==> config.mk <==
export PLATFORM = sky130hd
export DESIGN_NAME = indexed_list_insert_delete
export DESIGN_NICKNAME = d
export VERILOG_FILES = /design/src/hdl/ilid_pkg.sv /design/src/hdl/ilid_ram.sv /design/src/hdl/indexed_list_insert_delete.sv
export SDC_FILE = /design/constraint.sdc
export NUM_CORES = 2
export LEC_CHECK = 0
export BUFFER_PORTS_ARGS = -buffer_cell sky130_fd_sc_hd__buf_2
export CAP_MARGIN = 25
export CORE_MARGIN = 2
export CORE_UTILIZATION = 40
export CTS_BUF_LIST = sky130_fd_sc_hd__clkbuf_8
export CTS_CLUSTER_SIZE = 25
export DETAILED_ROUTE_END_ITERATION = 10
export GPL_TIMING_DRIVEN = 0
export PLACE_DENSITY = 0.61
export SLEW_MARGIN = 20
export SYNTH_ARGS = -nofsm -noshare
export SYNTH_HDL_FRONTEND = slang
export SYNTH_HIERARCHICAL = 1
export SYNTH_SLANG_ARGS = --single-unit
==> constraint.sdc <==
create_clock -name clk_i -period 13.2 [get_ports clk_i]
set_clock_uncertainty 0.2 [all_clocks]
set_input_delay 0.66 -clock clk_i [delete_from_list [all_inputs] [get_ports clk_i]]
set_output_delay 0.66 -clock clk_i [all_outputs]
set_load 0.02 [all_outputs]
==> src/hdl/ilid_pkg.sv <==
// Package for the indexed list: sizes, codes and beat payload types.
`default_nettype none

package ilid_pkg;

  // Sizes of the slot store
  localparam int CAPACITY   = 64;
  localparam int VALUE_BITS = 32;
  localparam int SLOT_W     = $clog2(CAPACITY);
  localparam int CNT_W      = $clog2(CAPACITY + 1);

  // Request modes
  typedef enum logic [1:0] {
    MODE_INSERT  = 2'd0,
    MODE_DELETE  = 2'd1,
    MODE_READOUT = 2'd2
  } mode_e;

  // Result status codes
  typedef enum logic [1:0] {
    STAT_OK      = 2'd0,
    STAT_INVALID = 2'd1,
    STAT_EMPTY   = 2'd2,
    STAT_FULL    = 2'd3
  } status_e;

  // Input beat
  typedef struct packed {
    logic [1:0]         mode;
    logic signed [31:0] item_value;
    logic [6:0]         position;
  } req_t;

  // Output beat
  typedef struct packed {
    logic [1:0]         status;
    logic signed [31:0] read_value;
    logic               last_of_run;
  } rsp_t;

  // Keep the low VALUE_BITS bits of a request value
  function automatic logic [VALUE_BITS-1:0] store_value(input logic [31:0] v);
    logic [VALUE_BITS-1:0] r;
    r = '0;
    for (int b = 0; b < VALUE_BITS; b++) begin
      if (b < 32) begin
        r[b] = v[b % 32];
      end
    end
    return r;
  endfunction

  // Sign-extend a stored value and narrow it to the 32-bit result field
  function automatic logic [31:0] fit_value(input logic [VALUE_BITS-1:0] s);
    logic [31:0] r;
    r = '0;
    for (int b = 0; b < 32; b++) begin
      if (b < VALUE_BITS) begin
        r[b] = s[b % VALUE_BITS];
      end else begin
        r[b] = s[VALUE_BITS-1];
      end
    end
    return r;
  endfunction

endpackage

`default_nettype wire

==> src/hdl/ilid_ram.sv <==
// Generic simple dual-port RAM with one write port and a registered read port.
`default_nettype none

module ilid_ram #(
  parameter int WIDTH = 8,
  parameter int DEPTH = 16
) (
  input  wire logic                     clk_i,
  input  wire logic                     we_i,
  input  wire logic [$clog2(DEPTH)-1:0] waddr_i,
  input  wire logic [WIDTH-1:0]         wdata_i,
  input  wire logic                     re_i,
  input  wire logic [$clog2(DEPTH)-1:0] raddr_i,
  output logic      [WIDTH-1:0]         rdata_o
);

  logic [WIDTH-1:0] mem_q [DEPTH];

  // Write the addressed entry
  always_ff @(posedge clk_i) begin
    if (we_i) begin
      mem_q[waddr_i] <= wdata_i;
    end
  end

  // Register read data; hold it when no read is issued
  always_ff @(posedge clk_i) begin
    if (re_i) begin
      rdata_o <= mem_q[raddr_i];
    end
  end

endmodule

`default_nettype wire

==> src/hdl/indexed_list_insert_delete.sv <==
// Top level of the indexed list: request sequencer around the slot memories.
`default_nettype none

// Bounded positional singly linked list of up to CAPACITY entries kept in
// three one-port-read RAMs (values, links, free-slot stack). One request is
// taken at a time. An insert at position p > 0 reads p links and a delete at
// position p > 0 reads p+1 links, at one link-RAM read per cycle. A read-out
// gives one result beat per cycle after the registered RAM read, while the
// output does not stall. A new request is taken while the last result beat
// still waits on the output register. The free stack needs no clearing pass
// after reset: entries below the lowest stack depth yet reached read as their
// own index.
module indexed_list_insert_delete (
  input  wire logic          clk_i,
  input  wire logic          rst_ni,
  input  wire logic          in_valid_i,
  output logic               in_stall_o,
  input  wire ilid_pkg::req_t in_data_i,
  output logic               out_valid_o,
  input  wire logic          out_stall_i,
  output ilid_pkg::rsp_t     out_data_o
);

  typedef enum logic [9:0] {
    ST_IDLE       = 10'b00_0000_0001,
    ST_ALLOC      = 10'b00_0000_0010,
    ST_WALK       = 10'b00_0000_0100,
    ST_INS_LINK   = 10'b00_0000_1000,
    ST_INS_PREV   = 10'b00_0001_0000,
    ST_DEL_HEAD   = 10'b00_0010_0000,
    ST_DEL_VIC    = 10'b00_0100_0000,
    ST_DEL_UNLINK = 10'b00_1000_0000,
    ST_READ       = 10'b01_0000_0000,
    ST_RESP       = 10'b10_0000_0000
  } state_e;

  state_e state_q, state_d;

  logic [ilid_pkg::SLOT_W-1:0]     head_q, head_d;
  logic [ilid_pkg::CNT_W-1:0]      len_q, len_d;
  logic [ilid_pkg::CNT_W-1:0]      fc_q, fc_d;
  logic [ilid_pkg::CNT_W-1:0]      min_fc_q, min_fc_d;
  logic [ilid_pkg::CNT_W-1:0]      cnt_q, cnt_d;
  logic                            first_q, first_d;
  logic                            is_ins_q, is_ins_d;
  logic                            pos_zero_q, pos_zero_d;
  logic                            fresh_q, fresh_d;
  logic [31:0]                     value_q, value_d;
  logic [ilid_pkg::SLOT_W-1:0]     slot_q, slot_d;
  logic [ilid_pkg::SLOT_W-1:0]     prev_q, prev_d;
  logic [ilid_pkg::SLOT_W-1:0]     victim_q, victim_d;
  logic [1:0]                      status_q, status_d;
  logic                            out_valid_q, out_valid_d;
  ilid_pkg::rsp_t                  out_data_q, out_data_d;

  // RAM ports
  logic                            link_we, link_re;
  logic [ilid_pkg::SLOT_W-1:0]     link_waddr, link_wdata, link_raddr, link_rdata;
  logic                            val_we, val_re;
  logic [ilid_pkg::SLOT_W-1:0]     val_waddr, val_raddr;
  logic [ilid_pkg::VALUE_BITS-1:0] val_wdata, val_rdata;
  logic                            stk_we, stk_re;
  logic [ilid_pkg::SLOT_W-1:0]     stk_waddr, stk_wdata, stk_raddr, stk_rdata;

  logic                            out_free;
  logic [ilid_pkg::SLOT_W-1:0]     walk_cur;
  logic [ilid_pkg::CNT_W-1:0]      fc_m1;
  logic [ilid_pkg::SLOT_W-1:0]     alloc_slot;
  logic [7:0]                      pos_x, len_x;
  logic [6:0]                      pos_m1;

  ilid_ram #(.WIDTH(ilid_pkg::SLOT_W), .DEPTH(ilid_pkg::CAPACITY)) u_link_ram (
    .clk_i   (clk_i),
    .we_i    (link_we),
    .waddr_i (link_waddr),
    .wdata_i (link_wdata),
    .re_i    (link_re),
    .raddr_i (link_raddr),
    .rdata_o (link_rdata)
  );

  ilid_ram #(.WIDTH(ilid_pkg::VALUE_BITS), .DEPTH(ilid_pkg::CAPACITY)) u_val_ram (
    .clk_i   (clk_i),
    .we_i    (val_we),
    .waddr_i (val_waddr),
    .wdata_i (val_wdata),
    .re_i    (val_re),
    .raddr_i (val_raddr),
    .rdata_o (val_rdata)
  );

  ilid_ram #(.WIDTH(ilid_pkg::SLOT_W), .DEPTH(ilid_pkg::CAPACITY)) u_stk_ram (
    .clk_i   (clk_i),
    .we_i    (stk_we),
    .waddr_i (stk_waddr),
    .wdata_i (stk_wdata),
    .re_i    (stk_re),
    .raddr_i (stk_raddr),
    .rdata_o (stk_rdata)
  );

  // Output register can take a beat this cycle
  assign out_free = !out_valid_q || !out_stall_i;

  // Current walk slot: head on the first step, else the link just read
  assign walk_cur   = first_q ? head_q : link_rdata;
  assign fc_m1      = fc_q - 1'b1;
  assign alloc_slot = fresh_q ? ilid_pkg::SLOT_W'(fc_m1) : stk_rdata;
  assign pos_x      = {1'b0, in_data_i.position};
  assign len_x      = 8'(len_q);
  assign pos_m1     = in_data_i.position - 7'd1;

  assign in_stall_o  = (state_q != ST_IDLE);
  assign out_valid_o = out_valid_q;
  assign out_data_o  = out_data_q;

  // Sequence one request
  always_comb begin
    state_d     = state_q;
    head_d      = head_q;
    len_d       = len_q;
    fc_d        = fc_q;
    min_fc_d    = min_fc_q;
    cnt_d       = cnt_q;
    first_d     = first_q;
    is_ins_d    = is_ins_q;
    pos_zero_d  = pos_zero_q;
    fresh_d     = fresh_q;
    value_d     = value_q;
    slot_d      = slot_q;
    prev_d      = prev_q;
    victim_d    = victim_q;
    status_d    = status_q;
    out_valid_d = out_valid_q && out_stall_i;
    out_data_d  = out_data_q;

    link_we    = 1'b0;
    link_waddr = slot_q;
    link_wdata = head_q;
    link_re    = 1'b0;
    link_raddr = head_q;
    val_we     = 1'b0;
    val_waddr  = alloc_slot;
    val_wdata  = ilid_pkg::store_value(value_q);
    val_re     = 1'b0;
    val_raddr  = head_q;
    stk_we     = 1'b0;
    stk_waddr  = ilid_pkg::SLOT_W'(fc_q);
    stk_wdata  = head_q;
    stk_re     = 1'b0;
    stk_raddr  = ilid_pkg::SLOT_W'(fc_m1);

    case (state_q)
      ST_IDLE: begin
        if (in_valid_i) begin
          value_d    = in_data_i.item_value;
          is_ins_d   = (in_data_i.mode == ilid_pkg::MODE_INSERT);
          pos_zero_d = (in_data_i.position == 7'd0);
          cnt_d      = ilid_pkg::CNT_W'(pos_m1);
          first_d    = 1'b1;
          state_d    = ST_RESP;
          case (in_data_i.mode)
            ilid_pkg::MODE_INSERT: begin
              if (pos_x > len_x) begin
                status_d = ilid_pkg::STAT_INVALID;
              end else if (fc_q == '0) begin
                status_d = ilid_pkg::STAT_FULL;
              end else begin
                // pop the free stack top
                stk_re  = 1'b1;
                fresh_d = (fc_m1 < min_fc_q);
                state_d = ST_ALLOC;
              end
            end
            ilid_pkg::MODE_DELETE: begin
              if (len_q == '0) begin
                status_d = ilid_pkg::STAT_EMPTY;
              end else if (pos_x >= len_x) begin
                status_d = ilid_pkg::STAT_INVALID;
              end else if (in_data_i.position == 7'd0) begin
                link_re = 1'b1;
                state_d = ST_DEL_HEAD;
              end else begin
                state_d = ST_WALK;
              end
            end
            ilid_pkg::MODE_READOUT: begin
              if (len_q == '0) begin
                status_d = ilid_pkg::STAT_EMPTY;
              end else begin
                link_re = 1'b1;
                val_re  = 1'b1;
                cnt_d   = len_q;
                state_d = ST_READ;
              end
            end
            default: begin
              status_d = ilid_pkg::STAT_INVALID;
            end
          endcase
        end
      end

      ST_ALLOC: begin
        // store the value in the popped slot
        slot_d = alloc_slot;
        val_we = 1'b1;
        fc_d   = fc_m1;
        if (fresh_q) begin
          min_fc_d = fc_m1;
        end
        if (pos_zero_q) begin
          link_we    = 1'b1;
          link_waddr = alloc_slot;
          link_wdata = head_q;
          head_d     = alloc_slot;
          len_d      = len_q + 1'b1;
          status_d   = ilid_pkg::STAT_OK;
          state_d    = ST_RESP;
        end else begin
          state_d = ST_WALK;
        end
      end

      ST_WALK: begin
        // advance one link per cycle; the last read fetches the link of prev
        link_re    = 1'b1;
        link_raddr = walk_cur;
        first_d    = 1'b0;
        if (cnt_q == '0) begin
          prev_d  = walk_cur;
          state_d = is_ins_q ? ST_INS_LINK : ST_DEL_VIC;
        end else begin
          cnt_d = cnt_q - 1'b1;
        end
      end

      ST_INS_LINK: begin
        link_we    = 1'b1;
        link_waddr = slot_q;
        link_wdata = link_rdata;
        state_d    = ST_INS_PREV;
      end

      ST_INS_PREV: begin
        link_we    = 1'b1;
        link_waddr = prev_q;
        link_wdata = slot_q;
        len_d      = len_q + 1'b1;
        status_d   = ilid_pkg::STAT_OK;
        state_d    = ST_RESP;
      end

      ST_DEL_HEAD: begin
        // unlink the head and push it on the free stack
        head_d    = link_rdata;
        stk_we    = 1'b1;
        stk_wdata = head_q;
        fc_d      = fc_q + 1'b1;
        len_d     = len_q - 1'b1;
        status_d  = ilid_pkg::STAT_OK;
        state_d   = ST_RESP;
      end

      ST_DEL_VIC: begin
        victim_d   = link_rdata;
        link_re    = 1'b1;
        link_raddr = link_rdata;
        state_d    = ST_DEL_UNLINK;
      end

      ST_DEL_UNLINK: begin
        link_we    = 1'b1;
        link_waddr = prev_q;
        link_wdata = link_rdata;
        stk_we     = 1'b1;
        stk_wdata  = victim_q;
        fc_d       = fc_q + 1'b1;
        len_d      = len_q - 1'b1;
        status_d   = ilid_pkg::STAT_OK;
        state_d    = ST_RESP;
      end

      ST_READ: begin
        // emit one entry per beat; hold the RAM data while stalled
        if (out_free) begin
          out_valid_d            = 1'b1;
          out_data_d.status      = ilid_pkg::STAT_OK;
          out_data_d.read_value  = ilid_pkg::fit_value(val_rdata);
          out_data_d.last_of_run = (cnt_q == ilid_pkg::CNT_W'(1));
          if (cnt_q == ilid_pkg::CNT_W'(1)) begin
            state_d = ST_IDLE;
          end else begin
            link_re    = 1'b1;
            link_raddr = link_rdata;
            val_re     = 1'b1;
            val_raddr  = link_rdata;
            cnt_d      = cnt_q - 1'b1;
          end
        end
      end

      ST_RESP: begin
        if (out_free) begin
          out_valid_d            = 1'b1;
          out_data_d.status      = status_q;
          out_data_d.read_value  = '0;
          out_data_d.last_of_run = 1'b1;
          state_d                = ST_IDLE;
        end
      end

      default: begin
        state_d = ST_IDLE;
      end
    endcase
  end

  // Control registers
  always_ff @(posedge clk_i or negedge rst_ni) begin
    if (!rst_ni) begin
      state_q     <= ST_IDLE;
      head_q      <= '0;
      len_q       <= '0;
      fc_q        <= ilid_pkg::CNT_W'(ilid_pkg::CAPACITY);
      min_fc_q    <= ilid_pkg::CNT_W'(ilid_pkg::CAPACITY);
      out_valid_q <= 1'b0;
    end else begin
      state_q     <= state_d;
      head_q      <= head_d;
      len_q       <= len_d;
      fc_q        <= fc_d;
      min_fc_q    <= min_fc_d;
      out_valid_q <= out_valid_d;
    end
  end

  // Payload and working registers
  always_ff @(posedge clk_i) begin
    cnt_q      <= cnt_d;
    first_q    <= first_d;
    is_ins_q   <= is_ins_d;
    pos_zero_q <= pos_zero_d;
    fresh_q    <= fresh_d;
    value_q    <= value_d;
    slot_q     <= slot_d;
    prev_q     <= prev_d;
    victim_q   <= victim_d;
    status_q   <= status_d;
    out_data_q <= out_data_d;
  end

`ifndef SYNTHESIS
  // Between requests every slot is either in the list or on the free stack
  a_slot_balance: assert property (@(posedge clk_i) disable iff (!rst_ni)
    (state_q == ST_IDLE) |->
      (({1'b0, len_q} + {1'b0, fc_q}) == (ilid_pkg::CNT_W + 1)'(ilid_pkg::CAPACITY)))
    else $error("list length and free count do not add up to capacity");

  // The untouched-stack mark never lies above the stack depth
  a_min_fc: assert property (@(posedge clk_i) disable iff (!rst_ni)
    min_fc_q <= fc_q)
    else $error("free stack mark above free count");

  // A read-out only runs on a non-empty list with entries left to emit
  a_read_len: assert property (@(posedge clk_i) disable iff (!rst_ni)
    (state_q == ST_READ) |-> (cnt_q != '0 && cnt_q <= len_q))
    else $error("read-out count out of range");

  // An accepted request leaves the block out of idle in the cycle after
  a_accept_idle: assert property (@(posedge clk_i) disable iff (!rst_ni)
    (in_valid_i && !in_stall_o) |=> (state_q != ST_IDLE || out_valid_q))
    else $error("accepted request produced no work");
`endif

endmodule

`default_nettype wire
### After elaboration in Yosys (flattened, before gate mapping)

Memory sizes are Yosys's and may differ from the RTL's. A register that Yosys moved wholly into a read port is not among the register bits.
Index checks and enable logic that the tools add are counted.

| storage, ports and cells | value |
|---|---|
| memories kept | 3 |
| input bits | 45 |
| register bits after elaboration | 136 |
| RAM bits | 2816 |
| output and inout port bits | 37 |

| cells by class | value |
|---|---|
| magnitude comparators | 3 |
| add/sub/neg operators | 6 |
| mux-type cells | 80 |
| equality and inequality tests | 25 |
| reductions and logical operators | 34 |
| bitwise operators | 2 |

Memory list:

| memory | words | width | read ports | clocked after Yosys merged registers in | write ports | line | source |
|---|---|---|---|---|---|---|---|
| u_val_ram.mem_q | 64 | 32 | 1 | 1 | 1 | ilid_ram.sv:17 | `logic [WIDTH-1:0] mem_q [DEPTH];` |
| u_link_ram.mem_q | 64 | 6 | 1 | 1 | 1 | ilid_ram.sv:17 |  |
| u_stk_ram.mem_q | 64 | 6 | 1 | 1 | 1 | ilid_ram.sv:17 |  |

Operators by type and width:

| kind | count |
|---|---|
| 2-to-1 mux 10 bit | 11 |
| case mux 10 bit (8 select lines) | 1 |
| 2-to-1 mux 35 bit | 2 |
| case mux 35 bit (2 select lines) | 1 |
| 2-to-1 mux 7 bit | 8 |
| 2-to-1 mux 6 bit | 9 |
| case mux 7 bit (3 select lines) | 2 |
| case mux 6 bit (2 select lines) | 3 |
| case mux 10 bit (3 select lines) | 1 |
| logical NOT 7 bit | 4 |
| subtractor 7 x 1 -> 7 bit, second input constant | 4 |
| 2-to-1 mux 1 bit | 26 |
| case mux 6 bit (3 select lines) | 1 |
| inequality test 2 bit, second input constant | 8 |
| AND reduction 5 bit | 3 |
| adder 7 x 1 -> 7 bit, second input constant | 2 |
| 2-to-1 mux 2 bit | 7 |
| case mux 7 bit (2 select lines) | 1 |
| case mux 2 bit (3 select lines) | 2 |
| AND reduction 2 bit | 6 |
| equality test 10 x 1 -> 1 bit, second input constant | 1 |
| equality test 10 bit, second input constant | 1 |
| equality test 10 x 2 -> 1 bit, second input constant | 1 |
| equality test 10 x 3 -> 1 bit, second input constant | 1 |
| other kinds (28) | 44 |

### Longest topological paths before layout

| depth | value |
|---|---|
| word-level depth | 7 |
| mapped depth | 17 |
| mapped depth without buffers | 13 |

### Cells and area by module

Netlist, hierarchy kept.

Modules (own cells, without submodules):

| module | sequential area each (um^2) | times used | area an instance (um^2) | cells each |
|---|---|---|---|---|
| ilid_ram at u_val_ram | 62459.9 | 1 | 78835.6 | 3324 |
| ilid_ram at u_stk_ram | 11711.2 | 1 | 15285.9 | 720 |
| ilid_ram at u_link_ram | 11711.2 | 1 | 15265.9 | 729 |
| indexed_list_insert_delete | 3897.5 | 1 | 7113.1 | 621 |

### Worst setup path after synthesis

OpenSTA, ideal clock, no wires.

| timing | value |
|---|---|
| path kind | register -> register |
| start point | register fc_q[0] (netlist bit) |
| end point | memory u_val_ram/mem_q[48][0] (netlist bit) (enable) |
| slack | 8.461 ns |
| arrival | 4.078 ns |
| path buffers | 1 |
| period minus slack after synthesis | 4.739 ns |
| setup time | 0.461 ns |
| stages on the path, launching flop included | 11 |
| cells stage by stage | dfrtp_1 inv_1 ha_1 nand2_1 xor2_1 nand2_1 o21ai_0 inv_1 clkbuf_1 nand4b_1 nor3_1 |

| on the way | value |
|---|---|
| cells in the longest elaborated chain, start to end | 2 |

RTL lines:

| what | line | source |
|---|---|---|
| from (decl) | indexed_list_insert_delete.sv:41 | `logic [ilid_pkg::CNT_W-1:0] fc_q, fc_d;` |
| from (signal assigned) | indexed_list_insert_delete.sv:325 | `fc_q <= ilid_pkg::CNT_W'(ilid_pkg::CAPACITY);` |
| subtractor 7 x 1 -> 7 bit | indexed_list_insert_delete.sv:107 | `assign fc_m1 = fc_q - 1'b1;` |
| net fc_m1 (one bit) | indexed_list_insert_delete.sv:67 | `logic [ilid_pkg::CNT_W-1:0] fc_m1;` |
| 2-to-1 mux 6 bit | indexed_list_insert_delete.sv:108 | `assign alloc_slot = fresh_q ? ilid_pkg::SLOT_W'(fc_m1) : stk_rdata;` |
| to (decl) | ilid_ram.sv:17 |  |

The timed path passes the listed nets, and every way through them passes these cells.

### Worst setup path after layout

| timing | value |
|---|---|
| start point | register state_q[7] |
| end point | register u_val_ram.rdata_o[12], read port of u_val_ram.mem_q, data pin |

| on the way | value |
|---|---|
| cells in the longest elaborated chain, start to end | 2 |
| elaborated cells between the ends (all ways) | 4 |
| those cells by class | eq/ne: 2; mux: 2 |

RTL lines:

| what | line | source |
|---|---|---|
| from (decl) | indexed_list_insert_delete.sv:37 | `state_e state_q, state_d;` |
| from (signal assigned) | indexed_list_insert_delete.sv:329 | `state_q <= state_d;` |
| equality test 10 x 9 -> 1 bit | indexed_list_insert_delete.sv:153 | `case (state_q)` |
| 2-to-1 mux 6 bit | indexed_list_insert_delete.sv:153 |  |
| net val_raddr (one bit) | indexed_list_insert_delete.sv:60 | `logic [ilid_pkg::SLOT_W-1:0] val_waddr, val_raddr;` |
| to (decl) | ilid_ram.sv:14 | `output logic [WIDTH-1:0] rdata_o` |

The timed path passes the listed nets, and every way through them passes these cells.
A chain may end at the register's enable or synchronous reset.

==> results.json <==
{
  "crit_path_cell_trace": "buf_6 -> nor4_4 -> and2_0 -> buf_2 -> nand2_1 -> nor2_4 -> mux2_2 -> buf_2 -> buf_2 -> buf_2 -> clkbuf_1 -> buf_2 -> mux2i_1 -> a21oi_1 -> a21oi_1 -> nor2_1",
  "p_total_mw": 20.6,
  "dpl.hpwl_um": 230000,
  "io_buffers": 81,
  "rr_startpoint": "state_q[7]",
  "finish.utilization_pct": 46.9,
  "p_sw_mw": 5.36,
  "die_w_um": 544,
  "r2r_cells": 16,
  "hp-start": "in_data_i[3]",
  "die_area_um2": 296000,
  "netlist_area_um2": 117000,
  "postCtsSetupBuffers": 0,
  "grt_pass1_wl_um": 469000,
  "seqPwrFrac_pct": 53.5,
  "ys_warn_count": 6,
  "syn_inst": 5394,
  "cp.required_ns": 13.81,
  "cts_made_buffers": 460,
  "cts.path.max_buffers": 4,
  "antenna_found_initial": 15,
  "initial_core_util_pct": 40.1,
  "netSwitchingFraction_pct": 26.0,
  "cp_top_family": "buffers and inverters",
  "clk_latency_ns": 1.08,
  "n_fill_cell": 24028,
  "cap_violations": 0,
  "cts_resized": 0,
  "setup_violations": 0,
  "synth_top_area_share_pct": 76.2,
  "synth_nets": 5468,
  "vias_per_cell": 5.87,
  "cts_sinks": 2996,
  "run_status": "finished clean",
  "nNetsFinal": 6298,
  "power_density_nw_per_um2": 152,
  "fin_crit_ns": 6.71,
  "synth_edf_count": 2958,
  "p_leak_nw": 42.0,
  "wl_um": 340000,
  "layout-drive-gt1-share_pct": 29.0,
  "placed_cell_area_um2": 127000,
  "gp_congestion": 0.875,
  "dieHeight_um": 544,
  "hp-class": "in -> reg",
  "drt_iter0_drc": 8164,
  "crit_type": "reg -> reg",
  "tightest_slew_ns": 1.23,
  "ff2ff_setup_slack_ns": 6.49,
  "cp_max_fo": 10,
  "num_rows": 198,
  "vias": 61720,
  "startpoint_type": "flip-flop",
  "netlist-cell-type-count": 90,
  "cp-end-kind": "flip-flop",
  "arrival_ns": 7.32,
  "drc": 0,
  "ys_seq_area_share_pct": 77.1,
  "core_um2": 290000,
  "max_slew_margin_pct": 17.8,
  "cts_tree": "done",
  "setup_slack_ns": 6.49,
  "ys_top_cells_by_count": "2958 x edfxtp_1, 734 x mux4_2, 323 x nor2_1",
  "grt_max_degree": 65,
  "cp.buffers_inverters": 7,
  "rsz0062_at_grt": "false",
  "clkPwrFrac_pct": 34.8,
  "cts-root-buf": "clkbuf_8",
  "finalMaxSlewViolations": 0,
  "syn_avg_cell_area_um2": 21.6,
  "syn_to_final_growth_pct": 16.8,
  "synth.most_common_cell": "edfxtp_1",
  "routedWlPerCell_um": 32.3,
  "io_pins": 82,
  "p_int_mw": 15.3,
  "ys.flop_type": "edfxtp_1",
  "cp_common_cell": "buf_2",
  "synthTopCellsByArea": "edfxtp_1 76%, mux4_2 14%, mux2i_1 1.0%",
  "ant_nets": 0,
  "design_area_um2": 136000,
  "timing.fmax_ghz": 0.149,
  "crit_slowest_cell": "mux2i_1",
  "synth_area_leader_cell": "edfxtp_1",
  "timing.final.crit_share_pct": 50.8,
  "cts.clk_slew.worst_paths_ns": 0.07,
  "grt_pass1_vias": 61244,
  "cts_max_level": 5,
  "yosys_register_bits": 2996,
  "drtPass1Iterations": 5,
  "grt_overflow": 0,
  "whs_endpoint": "cnt_q[3]",
  "power_frac_comb_pct": 11.7,
  "pre_cts_slack_ns": 6.65,
  "holdPathStages": 4,
  "setup-tns-final_ns": 0,
  "slowest_delay_ns": 0.75,
  "finalHoldViolations": 0,
  "r2r_end": "u_val_ram/rdata_o[12]",
  "grtUsageTotal_pct": 22.7,
  "irDropWorstVdd_mv": 0.0887,
  "async_flop_share_pct": 1.27
}
cell families (layout without fill, tap and decap cells):
kind of cell	Yosys count	count (layout)	share of synthesized area [%]
adder cells (fa/ha/maj)	29	29	0.318
multiplexers	896	896	15.7
AO/OA/AOI/OAI	404	404	2.33
other	0	4	0
buffers and inverters	334	1547	1.46
flip-flops	2996	2996	77.1
AND/OR/NAND/NOR	706	706	2.89
XOR/XNOR	29	29	0.218
worst max-delay path by stage:
stage          startpoint                      end  slack [ns]  cells past startpoint
6_report       state_q[7]    u_val_ram/rdata_o[12]        6.49                     16
5_1_grt        state_q[7]    u_val_ram/rdata_o[21]        6.44                     16
3_3_place_gp      fc_q[0]  u_val_ram/mem_q[49][15]        3.84                     10
4_1_cts        state_q[6]     u_val_ram/rdata_o[6]        6.69                     16
3_5_place_dp   state_q[7]     u_val_ram/rdata_o[6]        6.65                     16
2_1_floorplan     fc_q[0]   u_val_ram/mem_q[48][0]        8.46                     10
cells in the final DEF (no fill, tap or decap), types with 40 or more instances in the layout:
master / Yosys / routed
buf_12: 2 / 77
inv_1: 41 / 180
nor2_4: 1 / 63
buf_16: 0 / 81
a21oi_1: 104 / 103
clkinv_1: 0 / 148
buf_4: 35 / 43
buf_2: 84 / 169
mux4_2: 734 / 734
nand2_1: 133 / 133
o22ai_1: 106 / 105
nor2_1: 323 / 261
clkbuf_1: 122 / 106
clkinv_2: 0 / 58
edfxtp_1: 2958 / 2958
o221ai_1: 40 / 40
buf_8: 1 / 62
clkbuf_8: 0 / 463
mux2i_1: 122 / 122
dlygate4sd3_1: 0 / 46
what timing repair did:
| action | 4_1_cts | 5_1_grt |
|---|---|---|
| endpoints found under the setup margin | 0 | 0 |
| hold endpoints to repair | 109 | 13 |
| hold buffers | 45 | 1 |
metal layers:
metal / global-route usage, % / wire length (um) / vias up
met1: 30.3 / 128000 / 32847
met3: 5.55 / 37000 / 740
met4: 9.80 / 16000 / 4
met5: 0 / 27 / -
met2: 35.7 / 159000 / 3752
li1: - / - / 24377
power by group through the flow:
stage	Clock (mW)	Combinational (mW)	Sequential, mW
after floorplan	0	1.07	11.4
after global placement	0	1.77	11.6
after detailed placement	0	2.37	11.2
after CTS	7.30	2.39	11.0
after global routing	7.69	2.51	11.0
final	7.18	2.42	11.0
registers in the layout (all words and copies together) (netlist names), 7 cells and up:
name               cells
u_stk_ram/mem_q      384
u_link_ram/mem_q     384
len_q                  7
u_val_ram/rdata_o     32
cnt_q                  7
u_val_ram/mem_q     2048
fc_q                   7
val_wdata             32
out_data_o            35
min_fc_q               7
state_q               10
final cells by class:
type	instances	area [um2]	share of cell area, %
timing repair buffer	368	5740	4.22
buffer	290	1550	1.14
clock buffer	462	6360	4.67
sequential	2996	89800	66.0
inverter	44	170	0.125
antenna	4	10.0	0.00736
tap	3900	4880	3.59
clock inverter	383	2030	1.49
multi-input combinational	2064	25600	18.8
per-stage QoR:
step	hold WS, ns	cells
final	0.0887	10511
after global routing	0.0378	10511
after CTS	0.0181	10499
after detailed placement	0.250	9609
after global placement	0.248	9375
after floorplan	0.164	5394
worst register-to-register path: cells and delay by family (launching register included):
kind	cells	cell delay (ns)
DFF	1	0.37
and+or+nand+nor	5	1.44
buffers and inverters	7	2.74
AOI/OAI and AO/OA	2	0.78
muxes	2	0.97
(Power assumes the default switching activity.)
